### src/sv/deq_pkg.sv
// Shared types and constants for the double-ended queue.
package deq_pkg;

	// Default ring depth and field widths
	localparam int DEPTH_DEF = 16;
	localparam int DATA_W    = 32;
	localparam int REQ_W     = 3;

	// Request codes carried in the input tuser field
	typedef enum logic [REQ_W-1:0] {
		REQ_PUSH_FRONT = 3'd0,
		REQ_PUSH_BACK  = 3'd1,
		REQ_POP_FRONT  = 3'd2,
		REQ_POP_BACK   = 3'd3,
		REQ_REVERSE    = 3'd4,
		REQ_CLEAR      = 3'd5
	} req_t;

	// Commands from the controller to the datapath
	typedef struct packed {
		logic upd;   // apply the accepted request to the queue state
		logic rd;    // read both ends of the ring
	} cmd_t;

endpackage

### src/sv/deq_ram.sv
// Generic RAM: one write port, two read ports with registered read data.
module deq_ram #(
	parameter int WIDTH = deq_pkg::DATA_W,
	parameter int DEPTH = deq_pkg::DEPTH_DEF
) (
	input  logic                     clk,
	input  logic                     wr_en,
	input  logic [$clog2(DEPTH)-1:0] wr_addr,
	input  logic [WIDTH-1:0]         wr_data,
	input  logic                     rd_en,
	input  logic [$clog2(DEPTH)-1:0] rd_addr_a,
	input  logic [$clog2(DEPTH)-1:0] rd_addr_b,
	output logic [WIDTH-1:0]         rd_data_a,
	output logic [WIDTH-1:0]         rd_data_b
);

	logic [WIDTH-1:0] mem_q [DEPTH];

	// Write one entry
	always_ff @(posedge clk) begin
		if (wr_en) begin
			mem_q[wr_addr] <= wr_data;
		end
	end

	// Register both read ports
	always_ff @(posedge clk) begin
		if (rd_en) begin
			rd_data_a <= mem_q[rd_addr_a];
			rd_data_b <= mem_q[rd_addr_b];
		end
	end

endmodule

### src/sv/deq_ctrl.sv
// Controller state machine: sequences accept, ring read and result transaction.
module deq_ctrl (
	input  logic          clk,
	input  logic          arst_n,
	input  logic          s_tvalid,
	output logic          s_tready,
	output logic          m_tvalid,
	input  logic          m_tready,
	output deq_pkg::cmd_t cmd
);

	typedef enum logic [2:0] {
		ST_IDLE = 3'b001,
		ST_READ = 3'b010,
		ST_OUT  = 3'b100
	} state_t;

	state_t state_q;
	state_t state_d;

	// Next state
	always_comb begin
		state_d = state_q;
		case (state_q)
			ST_IDLE: begin
				if (s_tvalid) begin
					state_d = ST_READ;
				end
			end
			ST_READ: begin
				state_d = ST_OUT;
			end
			ST_OUT: begin
				if (m_tready) begin
					state_d = ST_IDLE;
				end
			end
			default: begin
				state_d = ST_IDLE;
			end
		endcase
	end

	// Hold the state
	always_ff @(posedge clk or negedge arst_n) begin
		if (!arst_n) begin
			state_q <= ST_IDLE;
		end else begin
			state_q <= state_d;
		end
	end

	// Drive handshakes and datapath commands
	assign s_tready = (state_q == ST_IDLE);
	assign m_tvalid = (state_q == ST_OUT);
	assign cmd.upd  = (state_q == ST_IDLE) && s_tvalid;
	assign cmd.rd   = (state_q == ST_READ);

	// Never take a request while a result waits
	a_no_overlap: assert property (@(posedge clk) disable iff (!arst_n)
		!(s_tready && m_tvalid))
		else $error("input accepted while result pending");

	// An accepted transaction is followed by the ring read
	a_acc_read: assert property (@(posedge clk) disable iff (!arst_n)
		(s_tvalid && s_tready) |=> (state_q == ST_READ))
		else $error("ring read did not follow accept");

	// The read always leads straight to a valid result
	a_read_out: assert property (@(posedge clk) disable iff (!arst_n)
		cmd.rd |=> m_tvalid)
		else $error("result not presented after read");

endmodule

### src/sv/deq_dpath.sv
// Datapath: ring pointers, count, direction flag and the ring RAM.
module deq_dpath #(
	parameter int DEPTH = deq_pkg::DEPTH_DEF
) (
	input  logic                             clk,
	input  logic                             arst_n,
	input  deq_pkg::cmd_t                    cmd,
	input  logic [deq_pkg::REQ_W-1:0]        req_type,
	input  logic signed [deq_pkg::DATA_W-1:0] push_value,
	output logic signed [deq_pkg::DATA_W-1:0] front_value,
	output logic signed [deq_pkg::DATA_W-1:0] back_value,
	output logic [$clog2(DEPTH+1)-1:0]       entry_count,
	output logic                             is_empty,
	output logic                             push_dropped
);

	localparam int IDX_W = $clog2(DEPTH);
	localparam int CNT_W = $clog2(DEPTH+1);
	localparam logic [IDX_W-1:0] LAST_IDX = IDX_W'(DEPTH - 1);
	localparam logic [CNT_W-1:0] FULL_CNT = CNT_W'(DEPTH);

	logic [IDX_W-1:0] head_q, tail_q;
	logic [CNT_W-1:0] count_q;
	logic             rev_q;
	logic             drop_q;

	logic [IDX_W-1:0] head_d, tail_d;
	logic [CNT_W-1:0] count_d;
	logic             rev_d;
	logic             drop_d;
	logic             we_c;
	logic [IDX_W-1:0] waddr_c;
	logic             low_end_c;
	logic [IDX_W-1:0] head_prev_c, head_next_c, tail_prev_c, tail_next_c;
	logic [deq_pkg::DATA_W-1:0] rd_lo, rd_hi;
	deq_pkg::req_t    req_c;

	// Ring neighbors of both ends
	assign head_prev_c = (head_q == '0) ? LAST_IDX : head_q - 1'b1;
	assign head_next_c = (head_q == LAST_IDX) ? '0 : head_q + 1'b1;
	assign tail_prev_c = (tail_q == '0) ? LAST_IDX : tail_q - 1'b1;
	assign tail_next_c = (tail_q == LAST_IDX) ? '0 : tail_q + 1'b1;

	assign req_c = deq_pkg::req_t'(req_type);

	// Work out the state after the request
	always_comb begin
		head_d    = head_q;
		tail_d    = tail_q;
		count_d   = count_q;
		rev_d     = rev_q;
		drop_d    = 1'b0;
		we_c      = 1'b0;
		waddr_c   = head_q;
		low_end_c = 1'b0;
		case (req_c)
			deq_pkg::REQ_PUSH_FRONT, deq_pkg::REQ_PUSH_BACK: begin
				// front is the low end unless reversed
				low_end_c = (req_c == deq_pkg::REQ_PUSH_FRONT) ? !rev_q : rev_q;
				if (count_q == FULL_CNT) begin
					drop_d = 1'b1;
				end else begin
					we_c    = 1'b1;
					count_d = count_q + 1'b1;
					if (count_q == '0) begin
						tail_d  = head_q;
						waddr_c = head_q;
					end else if (low_end_c) begin
						head_d  = head_prev_c;
						waddr_c = head_prev_c;
					end else begin
						tail_d  = tail_next_c;
						waddr_c = tail_next_c;
					end
				end
			end
			deq_pkg::REQ_POP_FRONT, deq_pkg::REQ_POP_BACK: begin
				low_end_c = (req_c == deq_pkg::REQ_POP_FRONT) ? !rev_q : rev_q;
				if (count_q != '0) begin
					count_d = count_q - 1'b1;
					if (count_q == CNT_W'(1)) begin
						tail_d = head_q;
					end else if (low_end_c) begin
						head_d = head_next_c;
					end else begin
						tail_d = tail_prev_c;
					end
				end
			end
			deq_pkg::REQ_REVERSE: begin
				rev_d = !rev_q;
			end
			deq_pkg::REQ_CLEAR: begin
				head_d  = '0;
				tail_d  = '0;
				count_d = '0;
				rev_d   = 1'b0;
			end
			default: begin
				// unused codes leave the state alone
			end
		endcase
	end

	// Advance the queue state on an accepted transaction
	always_ff @(posedge clk or negedge arst_n) begin
		if (!arst_n) begin
			head_q  <= '0;
			tail_q  <= '0;
			count_q <= '0;
			rev_q   <= 1'b0;
			drop_q  <= 1'b0;
		end else if (cmd.upd) begin
			head_q  <= head_d;
			tail_q  <= tail_d;
			count_q <= count_d;
			rev_q   <= rev_d;
			drop_q  <= drop_d;
		end
	end

	// Ring store
	deq_ram #(
		.WIDTH (deq_pkg::DATA_W),
		.DEPTH (DEPTH)
	) u_ram (
		.clk       (clk),
		.wr_en     (cmd.upd && we_c),
		.wr_addr   (waddr_c),
		.wr_data   (push_value),
		.rd_en     (cmd.rd),
		.rd_addr_a (head_q),
		.rd_addr_b (tail_q),
		.rd_data_a (rd_lo),
		.rd_data_b (rd_hi)
	);

	// Build the result fields
	assign is_empty     = (count_q == '0);
	assign entry_count  = count_q;
	assign push_dropped = drop_q;
	assign front_value  = is_empty ? '1 : (rev_q ? rd_hi : rd_lo);
	assign back_value   = is_empty ? '1 : (rev_q ? rd_lo : rd_hi);

	// Count stays within the ring
	a_cnt_bound: assert property (@(posedge clk) disable iff (!arst_n)
		count_q <= FULL_CNT)
		else $error("entry count exceeds depth");

	// Empty queue has both ends on one slot
	a_empty_ptr: assert property (@(posedge clk) disable iff (!arst_n)
		(count_q == '0) |-> (head_q == tail_q))
		else $error("empty queue with split pointers");

	// A dropped push leaves a full, unchanged count
	a_drop_full: assert property (@(posedge clk) disable iff (!arst_n)
		cmd.upd |=> (!drop_q || ((count_q == FULL_CNT) && $stable(count_q))))
		else $error("push dropped without full store");

endmodule

### src/sv/double_ended_queue_top.sv
// Top level of the double-ended queue: stream ports, controller and datapath.
//
//  channel  direction  tdata                         tuser
//  s_*      in         push_value[31:0]              req_type[2:0]
//  m_*      out        front, back, count, flags     -
//
// Each transaction steps through accept and update, ring read and result:
// the ring RAM write is followed by its registered read. A stalled result
// holds until m_tready; no new request is taken meanwhile. arst_n clears
// pointers, count and the direction flag; the ring contents are not cleared.
module double_ended_queue_top #(
	parameter int DEPTH = deq_pkg::DEPTH_DEF
) (
	input  logic                                 clk,
	input  logic                                 arst_n,
	input  logic                                 s_tvalid,
	output logic                                 s_tready,
	input  logic [deq_pkg::DATA_W-1:0]           s_tdata,   // [31:0] push_value
	input  logic [deq_pkg::REQ_W-1:0]            s_tuser,   // [2:0] req_type
	output logic                                 m_tvalid,
	input  logic                                 m_tready,
	// front_value, back_value, entry_count, is_empty, push_dropped, zero pad
	output logic [((2*deq_pkg::DATA_W + $clog2(DEPTH+1) + 2 + 7) / 8) * 8 - 1:0] m_tdata
);

	localparam int CNT_W    = $clog2(DEPTH+1);
	localparam int OUT_BITS = 2*deq_pkg::DATA_W + CNT_W + 2;
	localparam int OUT_W    = ((OUT_BITS + 7) / 8) * 8;

	deq_pkg::cmd_t                     cmd;
	logic signed [deq_pkg::DATA_W-1:0] front_value, back_value;
	logic [CNT_W-1:0]                  entry_count;
	logic                              is_empty, push_dropped;

	deq_ctrl u_ctrl (
		.clk      (clk),
		.arst_n   (arst_n),
		.s_tvalid (s_tvalid),
		.s_tready (s_tready),
		.m_tvalid (m_tvalid),
		.m_tready (m_tready),
		.cmd      (cmd)
	);

	deq_dpath #(
		.DEPTH (DEPTH)
	) u_dpath (
		.clk          (clk),
		.arst_n       (arst_n),
		.cmd          (cmd),
		.req_type     (s_tuser),
		.push_value   (s_tdata),
		.front_value  (front_value),
		.back_value   (back_value),
		.entry_count  (entry_count),
		.is_empty     (is_empty),
		.push_dropped (push_dropped)
	);

	// Pack the result, first field lowest
	logic [OUT_BITS-1:0] result_c;
	assign result_c = {push_dropped, is_empty, entry_count, back_value, front_value};
	assign m_tdata  = OUT_W'(result_c);

endmodule

### config.mk
export PLATFORM = sky130hd
export DESIGN_NAME = double_ended_queue_top
export DESIGN_NICKNAME = d
export VERILOG_FILES = /design/src/sv/deq_pkg.sv /design/src/sv/deq_ram.sv /design/src/sv/deq_ctrl.sv /design/src/sv/deq_dpath.sv /design/src/sv/double_ended_queue_top.sv
export SDC_FILE = /design/constraint.sdc
export NUM_CORES = 1
export LEC_CHECK = 0
export BUFFER_PORTS_ARGS = -buffer_cell sky130_fd_sc_hd__buf_2
export CORE_AREA = 3 3 219 436
export DETAILED_ROUTE_END_ITERATION = 7
export DIE_AREA = 0 0 222 439
export PLACE_DENSITY = 0.53
export SYNTH_ARGS = -nofsm -noshare
export SYNTH_HDL_FRONTEND = slang
export SYNTH_SLANG_ARGS = --single-unit
### constraint.sdc
create_clock -name clk -period 8.76 [get_ports clk]
set_input_delay 2.628 -clock clk [delete_from_list [all_inputs] [get_ports clk]]
set_output_delay 2.628 -clock clk [all_outputs]
set_load 0.02 [all_outputs]
==> results of run 1 <==
-- cells in the mapped netlist (3+ instances only) --
master	instances
sky130_fd_sc_hd__dfrtp_1	17
sky130_fd_sc_hd__nand2_1	77
sky130_fd_sc_hd__nand3_1	9
sky130_fd_sc_hd__o22ai_1	5
sky130_fd_sc_hd__o31ai_1	4
sky130_fd_sc_hd__a21oi_1	12
sky130_fd_sc_hd__o21ai_0	20
sky130_fd_sc_hd__buf_4	10
sky130_fd_sc_hd__nor2_1	25
sky130_fd_sc_hd__nor2b_1	3
sky130_fd_sc_hd__edfxtp_1	576
sky130_fd_sc_hd__a21o_1	6
sky130_fd_sc_hd__clkbuf_1	33
sky130_fd_sc_hd__buf_1	22
sky130_fd_sc_hd__nand2b_1	4
sky130_fd_sc_hd__a31oi_1	3
sky130_fd_sc_hd__mux2i_1	67
sky130_fd_sc_hd__inv_1	13
sky130_fd_sc_hd__o211ai_1	3
sky130_fd_sc_hd__mux4_2	320
sky130_fd_sc_hd__nor3b_1	6
sky130_fd_sc_hd__nor3_1	12
sky130_fd_sc_hd__or3_1	4
sky130_fd_sc_hd__buf_2	31
sky130_fd_sc_hd__ha_1	8
sky130_fd_sc_hd__a211oi_1	6
sky130_fd_sc_hd__buf_6	9
-- state kept, by name, indices dropped and copies added, names as in the netlist --
signal,cells
u_dpath.u_ram.rd_data_b,32
u_ctrl.state_q,3
u_dpath.head_q,4
u_dpath.u_ram.mem_q,512
u_dpath.rev_q,1
u_dpath.u_ram.rd_data_a,32
u_dpath.push_dropped,1
u_dpath.tail_q,4
u_dpath.entry_count,5
-- worst reg2reg max path: stages, from the launching register on --
cell                      delay, ns
sky130_fd_sc_hd__dfrtp_4       0.77
sky130_fd_sc_hd__buf_4         0.81
sky130_fd_sc_hd__buf_4         0.85
sky130_fd_sc_hd__mux4_2        0.67
sky130_fd_sc_hd__mux4_2        0.50
-- metrics by stage --
stage	util	std cells
floorplan	-	1352
global placement	0.319	2592
detailed placement	0.319	2592
CTS	0.338	2690
global route	0.338	2690
finish	0.338	2691
-- power by group through the flow --
stage / clock [mW] / combinational, mW / sequential [mW]
2_1_floorplan: 0 / 2.99 / 3.51
3_3_place_gp: 0 / 3.89 / 3.71
3_5_place_dp: 0 / 3.93 / 3.72
4_1_cts: 2.43 / 3.94 / 3.65
5_1_grt: 2.54 / 4.13 / 3.68
6_report: 2.37 / 3.84 / 3.65
-- layout by cell type (no fill, tap or decap), types with 4 or more instances in the layout --
cell                         netlist  final
sky130_fd_sc_hd__nor3_1           12      8
sky130_fd_sc_hd__mux4_2          320    320
sky130_fd_sc_hd__clkbuf_16         0     53
sky130_fd_sc_hd__clkbuf_1         33      4
sky130_fd_sc_hd__o22ai_1           5      5
sky130_fd_sc_hd__nor2_1           25     17
sky130_fd_sc_hd__buf_2            31    111
sky130_fd_sc_hd__buf_4            10     34
sky130_fd_sc_hd__a211oi_1          6      6
sky130_fd_sc_hd__edfxtp_1        576    576
sky130_fd_sc_hd__inv_6             0      6
sky130_fd_sc_hd__clkinvlp_4        0      4
sky130_fd_sc_hd__clkinv_2          0     11
sky130_fd_sc_hd__clkinv_1          1     10
sky130_fd_sc_hd__nand3_1           9      9
sky130_fd_sc_hd__o31ai_1           4      4
sky130_fd_sc_hd__nor3_2            1      5
sky130_fd_sc_hd__nor2_4            0      8
sky130_fd_sc_hd__nand2b_1          4      4
sky130_fd_sc_hd__or3_1             4      4
sky130_fd_sc_hd__bufinv_16         0      5
sky130_fd_sc_hd__dfrtp_4           0      5
sky130_fd_sc_hd__mux2i_1          67     67
sky130_fd_sc_hd__a21oi_1          12     12
sky130_fd_sc_hd__ha_1              8      8
sky130_fd_sc_hd__nand2_1          77     76
sky130_fd_sc_hd__o21ai_0          20     20
sky130_fd_sc_hd__dfrtp_1          17     10
sky130_fd_sc_hd__a21o_1            6      6
sky130_fd_sc_hd__nor3b_2           2      7
sky130_fd_sc_hd__inv_1            13     13
-- area by class of cell --
cell class	instances	area (µm²)	share of cell area
flip-flops and latches	594	17800	0.568
repair buffers	145	811	0.0259
clock buffers	57	1340	0.0428
clock inverters	41	394	0.0126
diodes	1	2.50	0.0000799
inverters	16	60.1	0.00192
well taps	1200	1500	0.0480
multi-input cells	637	9430	0.301
-- per-layer routing --
metal / part of all wire / up-vias / track usage
li1: - / 5983 / -
met1: 0.39 / 7881 / 0.180
met2: 0.54 / 440 / 0.275
met3: 0.043 / 141 / 0.0180
met4: 0.031 / 4 / 0.0469
met5: 0.00030 / - / 0
-- kinds of logic after synthesis --
logic type,share of synthesized area
multiplexers,0.286
adder cells (fa/ha/maj),0.00362
buffers and inverters,0.0216
other,0.000136
AO/OA/AOI/OAI,0.0189
XOR/XNOR,0.00127
AND/OR/NAND/NOR,0.0264
flip-flops,0.642
-- worst min path at each step --
| stage | startpoint | endpoint | slack (ns) |
|---|---|---|---|
| after floorplan | u_dpath.push_dropped$_DFFE_PN0P_ | u_dpath.push_dropped$_DFFE_PN0P_ | 0.45 |
| after global placement | u_dpath.push_dropped$_DFFE_PN0P_ | u_dpath.push_dropped$_DFFE_PN0P_ | 0.47 |
| after detailed placement | u_dpath.push_dropped$_DFFE_PN0P_ | u_dpath.push_dropped$_DFFE_PN0P_ | 0.48 |
| after CTS | u_dpath.push_dropped$_DFFE_PN0P_ | u_dpath.push_dropped$_DFFE_PN0P_ | 0.49 |
| after global routing | u_dpath.push_dropped$_DFFE_PN0P_ | u_dpath.push_dropped$_DFFE_PN0P_ | 0.54 |
| final | u_dpath.push_dropped$_DFFE_PN0P_ | u_dpath.push_dropped$_DFFE_PN0P_ | 0.48 |
==> key figures, run 1 <==
Run status
  • Run status: finished clean

Clock tree
  • Clock tree root driver cell: sky130_fd_sc_hd__clkbuf_16
  • Buffer depth of the longest clock path: 3
  • Cts bufs inserted: 53
  • Count of cells resized by post-cts repair: 0
  • Number of sinks on the clock net: 594
  • Clock tree from TritonCTS: built
  • Buffers inserted during post-CTS setup optimization: 0
  • Maximum level of the CTS H-tree: 2
  • Clock latency on the worst-skew pair: 0.61 ns
  • Number of buffers added to fix hold violations after cts: 0
  • Clock transition time at the flip-flop clock pins of the worst setup and hold paths: 0.06 ns

STA
  • Fin crit period: between 5 and 6 ns
  • Number of hold-slack violations in the final timing report: 0
  • Setup tns final: 0 ns
  • Unrepaired setup endpoints after global routing: no
  • Max-slew headroom at the worst pin: 0.223
  • Worst Tran Pin Value: between 1 and 1.5 ns
  • Maximum clock frequency: between 150 and 200 MHz
  • Smallest setup slack after layout: 3.16 ns
  • Number of failing setup endpoints in the final timing report: 0
  • Number of max-slew violations in the final report: 0
  • Worst hold-check slack: 0.483 ns
  • Final worst clock skew: 0.0168 ns
  • Final clock period utilization by the worst path: 0.640

Placement
  • Worst setup slack before clock tree synthesis: 3.20 ns
  • Port Buffers: 111
  • Post-Place Cell Area: 29600 µm²
  • Routability cong.: about 0.80
  • Detailed Place HPWL: between 40000 and 50000 µm

Layout
  • Filler Cell Count: 8606
  • Number of nets at the end of the flow: 1494
  • Area of all placed cells without fillers: 31300 µm²
  • Fraction of final layout cells with drive strength greater than 1: 0.395
  • Relative area change from synthesis to final layout: 13.2%

Synth
  • Post-synth design cell area: 27700 µm²
  • Post-synthesis cell type with the largest combined area: sky130_fd_sc_hd__edfxtp_1
  • Net count after synthesis: 1399
  • Post-synthesis async set-or-reset flop share: 0.0303
  • Syn avg cell area: 20.5 µm²
  • Count of synthesis-stage warnings from yosys: 0
  • Sequential share of the synthesized area: 0.642
  • Post-synth EDFFs: 576
  • Most frequently used flop master after synthesis: sky130_fd_sc_hd__edfxtp_1
  • Number of register bits inferred by synthesis: 594
  • Synth top area cells: sky130_fd_sc_hd__edfxtp_1 (63%), sky130_fd_sc_hd__mux4_2 (26%), sky130_fd_sc_hd__mux2i_1 (2.4%)
  • Fraction of post-synthesis cell area in the top cell type by area: 0.625
  • Mapped Cells: 1352
  • Number of distinct standard cells referenced by the synthesized netlist: 63

Worst setup path
  • Kind of launch point of the worst setup path: flop
  • Start-to-end type of the worst setup path: flop to output port
  • Kind of cell adding the most delay to the critical path: buffers and inverters
  • Worst-case reg-to-reg path depth: 4
  • Cells along the critical path: buf_4, mux2i_1, nand2_1, buf_2
  • Largest stage delay, worst path: approximately 0.8 ns
  • Reg-to-reg critical path startpoint: u_dpath.head_q[0]$_DFFE_PN0P_
  • Buffer and inverter count on the worst path: 2
  • Maximum fanout along the worst path: 39
  • Worst flop-to-flop path endpoint: u_dpath.u_ram.rd_data_a[24]$_DFFE_PP_
  • Total stage count of the critical path: 4
  • First element of the critical path: u_dpath.rev_q$_DFFE_PN0P_
  • CP max-delay cell: sky130_fd_sc_hd__dfrtp_4
  • Register-to-Register Setup Slack: 4.91 ns
  • Arrival time worst endpoint: 2.98 ns
  • Critical Path Sink Type: output port
  • Data required, critical path: 6.13 ns
  • Setup crit end: m_tdata[50]

Die
  • Area enclosed by the die boundary: 97500 µm²
  • Site row count: 158
  • Initial core utilization: 0.298
  • Die width: 222 µm
  • Die Y-Extent: 439 µm
  • I/O pins: around 110
  • Floorplan Core Area: just over 90000 µm²

Power
  • Sequential cell fraction of total power: 0.370
  • Portion of total power attributed to the clock network: 0.240
  • Leak Pwr: 9.86 nW
  • Share of power burned in combinational logic: 0.389
  • Power density over the cells: 315 nW/µm²
  • Net switching power: 3.37 mW
  • Cell internal pwr: 6.48 mW
  • Overall power: ~9.8 mW
  • Switch share: 0.342
  • VDD IR max: around 210 µV

Detailed routing
  • Detailed Route Iter0 Violations: 1145
  • First drt pass iteration count: 5
  • DRT antenna net count: 0
  • Total vias in the final route: between 10000 and 15000
  • Post-detailed-route via-to-cell ratio: 5.37
  • Average wire per cell in the routed design: 26.9 µm
  • Overall routed net length: between 70000 and 80000 µm
  • DRC violation count after routing: 0

Job
  • Max-cap violations: 0

Global routing
  • Vias in the first global route: 15882
  • Global-route congestion overflow total: 0
  • Global-route wire length before repair: 108000 µm
  • Largest net degree at the start of global routing: 70
  • Antenna violations before repair: 2
  • Global-route usage over all layers: 0.149

Min path
  • Classification of the worst-slack hold path: flop to flop
  • Min-Delay Path Depth: 2
Power figures use the tool's default switching activity.
==> run 2: changes to the inputs <==
==> constraint.sdc (replaced) <==
create_clock -name clk -period 5.3 [get_ports clk]
set_input_delay 1.59 -clock clk [delete_from_list [all_inputs] [get_ports clk]]
set_output_delay 1.59 -clock clk [all_outputs]
set_load 0.02 [all_outputs]
==> run 2 against run 1 <==
  * Sequential share of layout area is 0.17 points higher
  * First-iteration DRC count is 9.9% higher
  * Combinational power is 65% higher
  * Wire length is 1.7% higher
  * Non-clock buffer count is 1 higher
  * Critical path type unchanged
  * Critical endpoint is now m_tdata[24]
  * Highest routed layer unchanged
==> key figures, run 2 (synthesis results as in run 1) <==
Detailed routing
  • Overall routed net length: between 70000 and 80000 µm
  • Average wire per cell in the routed design: 27.4 µm
  • First drt pass iteration count: 6
  • DRC violation count after routing: 0
  • Detailed Route Iter0 Violations: 1258
  • Total vias in the final route: 14324
  • Post-detailed-route via-to-cell ratio: 5.33
  • DRT antenna net count: 0

Global routing
  • Global-route wire length before repair: 110000 µm
  • Largest net degree at the start of global routing: 91
  • Global-route congestion overflow total: 0
  • Vias in the first global route: around 16000
  • Antenna violations before repair: 1
  • Global-route usage over all layers: 0.151

Power
  • Leak Pwr: just under 10 nW
  • Power density over the cells: 515 nW/µm²
  • Sequential cell fraction of total power: 0.379
  • VDD IR max: 321 µV
  • Portion of total power attributed to the clock network: 0.226
  • Share of power burned in combinational logic: 0.395
  • Net switching power: approximately 5.5 mW
  • Switch share: 0.345
  • Cell internal pwr: 10.5 mW

Die
  • Initial core utilization: 0.298
  • Die Y-Extent: 439 µm
  • Die width: 222 µm
  • I/O pins: roughly 110
  • Area enclosed by the die boundary: 97500 µm²
  • Floorplan Core Area: 92700 µm²
  • Site row count: around 160

Clock tree
  • Cts bufs inserted: 52
  • Number of sinks on the clock net: 594
  • Clock transition time at the flip-flop clock pins of the worst setup and hold paths: ~0.070 ns
  • Buffers inserted during post-CTS setup optimization: 0
  • Number of buffers added to fix hold violations after cts: 0
  • Buffer depth of the longest clock path: 3
  • Clock tree root driver cell: sky130_fd_sc_hd__clkbuf_16
  • Maximum level of the CTS H-tree: 2
  • Count of cells resized by post-cts repair: 0
  • Clock tree from TritonCTS: built
  • Clock latency on the worst-skew pair: 0.60 ns

Layout
  • Cell Count, Final, Fillers Out: 2689
  • Fraction of final layout cells with drive strength greater than 1: 0.388
  • Number of nets at the end of the flow: around 1500
  • Flip-flop count of the largest register after layout: 512
  • Commonest non-fill, non-tap cells in the layout: sky130_fd_sc_hd__edfxtp_1 (576), sky130_fd_sc_hd__mux4_2 (320), sky130_fd_sc_hd__buf_2 (111)
  • Leading cell type in the layout, fill and taps excluded: sky130_fd_sc_hd__edfxtp_1
  • Filler Cell Count: slightly below 9000
  • Footprint of the multi-input gates: about 9400 µm²
  • Total area of sequential cells: around 18000 µm²
  • Biggest registers after layout: u_dpath.u_ram.mem_q: 512 flops, u_dpath.u_ram.rd_data_a: 32 flops, u_dpath.u_ram.rd_data_b: 32 flops
  • Relative area change from synthesis to final layout: 12.9%
  • Final standard cell utilization of the core: 0.337
  • Most flop-heavy register: u_dpath.u_ram.mem_q

Worst setup path
  • Data required, critical path: 3.71 ns
  • Kind of cell adding the most delay to the critical path: flip-flops
  • Kind of launch point of the worst setup path: flop
  • CP max-delay cell: sky130_fd_sc_hd__dfrtp_4
  • Start-to-end type of the worst setup path: flop to output port
  • Cells along the critical path: buf_4, mux2i_1, nand2_1, buf_2
  • Arrival time worst endpoint: 2.82 ns
  • Buffer and inverter count on the worst path: 2
  • Largest stage delay, worst path: 1.07 ns
  • Critical Path Sink Type: output port
  • Maximum fanout along the worst path: 53

STA
  • Maximum clock frequency: 227 MHz
  • Worst Tran Pin Value: 1.20 ns
  • Unrepaired setup endpoints after global routing: no
  • Fin crit period: 4.41 ns
  • Number of max-slew violations in the final report: 0
  • Number of failing setup endpoints in the final timing report: 0
  • Number of hold-slack violations in the final timing report: 0
  • Final worst clock skew: ~0.036 ns
  • Max-slew headroom at the worst pin: 0.192
  • Final clock period utilization by the worst path: 0.832
  • Smallest setup slack after layout: 0.889 ns

Min path
  • Classification of the worst-slack hold path: flop to flop

Placement
  • Detailed Place HPWL: 43600 µm
  • Worst setup slack before clock tree synthesis: roughly 0.97 ns
  • Routability cong.: around 0.77
  • Cell total after placement: 2593
  • Port Buffers: about 110

Job
  • Max-cap violations: 0

Run status
  • Run status: finished clean
## run 2: cell count changes in the layout (fill, tap and decap cells not counted), sizes merged
cell and delta:
buf +1, bufinv -5, clkbuf +12, clkinv -2, clkinvlp -1, inv -7
## run 2: power by group through the flow
stage          clock (mW)  combinational, mW  sequential, mW
4_1_cts              3.73               6.54            6.11
6_report             3.63               6.35            6.09
5_1_grt              3.89               6.83            6.16
3_3_place_gp            0               6.48            6.20
2_1_floorplan           0               4.94            5.80
3_5_place_dp            0               6.52            6.21
## run 2: final timing paths
kind / to / slack, ns / cells past startpoint / startpoint
setup reg to reg: u_dpath.u_ram.mem_q[1][5]$_DFFE_PP_ / 1.50 / 7 / u_dpath.head_q[1]$_DFFE_PN0P_
setup / recovery: m_tdata[24] / 0.89 / 4 / u_dpath.rev_q$_DFFE_PN0P_
hold reg to reg: u_dpath.push_dropped$_DFFE_PN0P_ / 0.47 / 2 / u_dpath.push_dropped$_DFFE_PN0P_
max in group asynchronous: u_dpath.tail_q[0]$_DFFE_PN0P_ / 3.98 / 1 / arst_n
min in group asynchronous: u_dpath.push_dropped$_DFFE_PN0P_ / 0.95 / 1 / arst_n
hold / removal: u_dpath.push_dropped$_DFFE_PN0P_ / 0.47 / 2 / u_dpath.push_dropped$_DFFE_PN0P_
## run 2: layout make-up
type,count,share of cell area
clock buffer,69,0.0457
clock inverter,26,0.00449
timing repair buffer,146,0.0282
inverter,16,0.00192
tap,1200,0.0481
antenna,1,0.0000802
multi-input combinational,637,0.302
sequential,594,0.569
## run 2: stage by stage
step	total power [mW]	setup TNS (ns)	hold WS [ns]	instance area, µm²
3_5_place_dp	12.7	0	0.465	29600
2_1_floorplan	10.7	-55.15	0.451	27700
3_3_place_gp	12.7	0	0.475	29600
6_report	16.1	0	0.473	31200
5_1_grt	16.9	0	0.517	31200
4_1_cts	16.4	0	0.481	31200
## run 2: tightest hold or removal path, stage by stage, from the launching register on
cell and delay (ns):
sky130_fd_sc_hd__dfrtp_1 0.34, sky130_fd_sc_hd__nand2_1 0.04, sky130_fd_sc_hd__o21ai_0 0.06
## run 2: metal layers
| layer | part of all wire | GRT usage |
|---|---|---|
| met5 | 0.00018 | 0 |
| met4 | 0.028 | 0.0461 |
| met3 | 0.043 | 0.0196 |
| met2 | 0.55 | 0.286 |
| met1 | 0.38 | 0.177 |
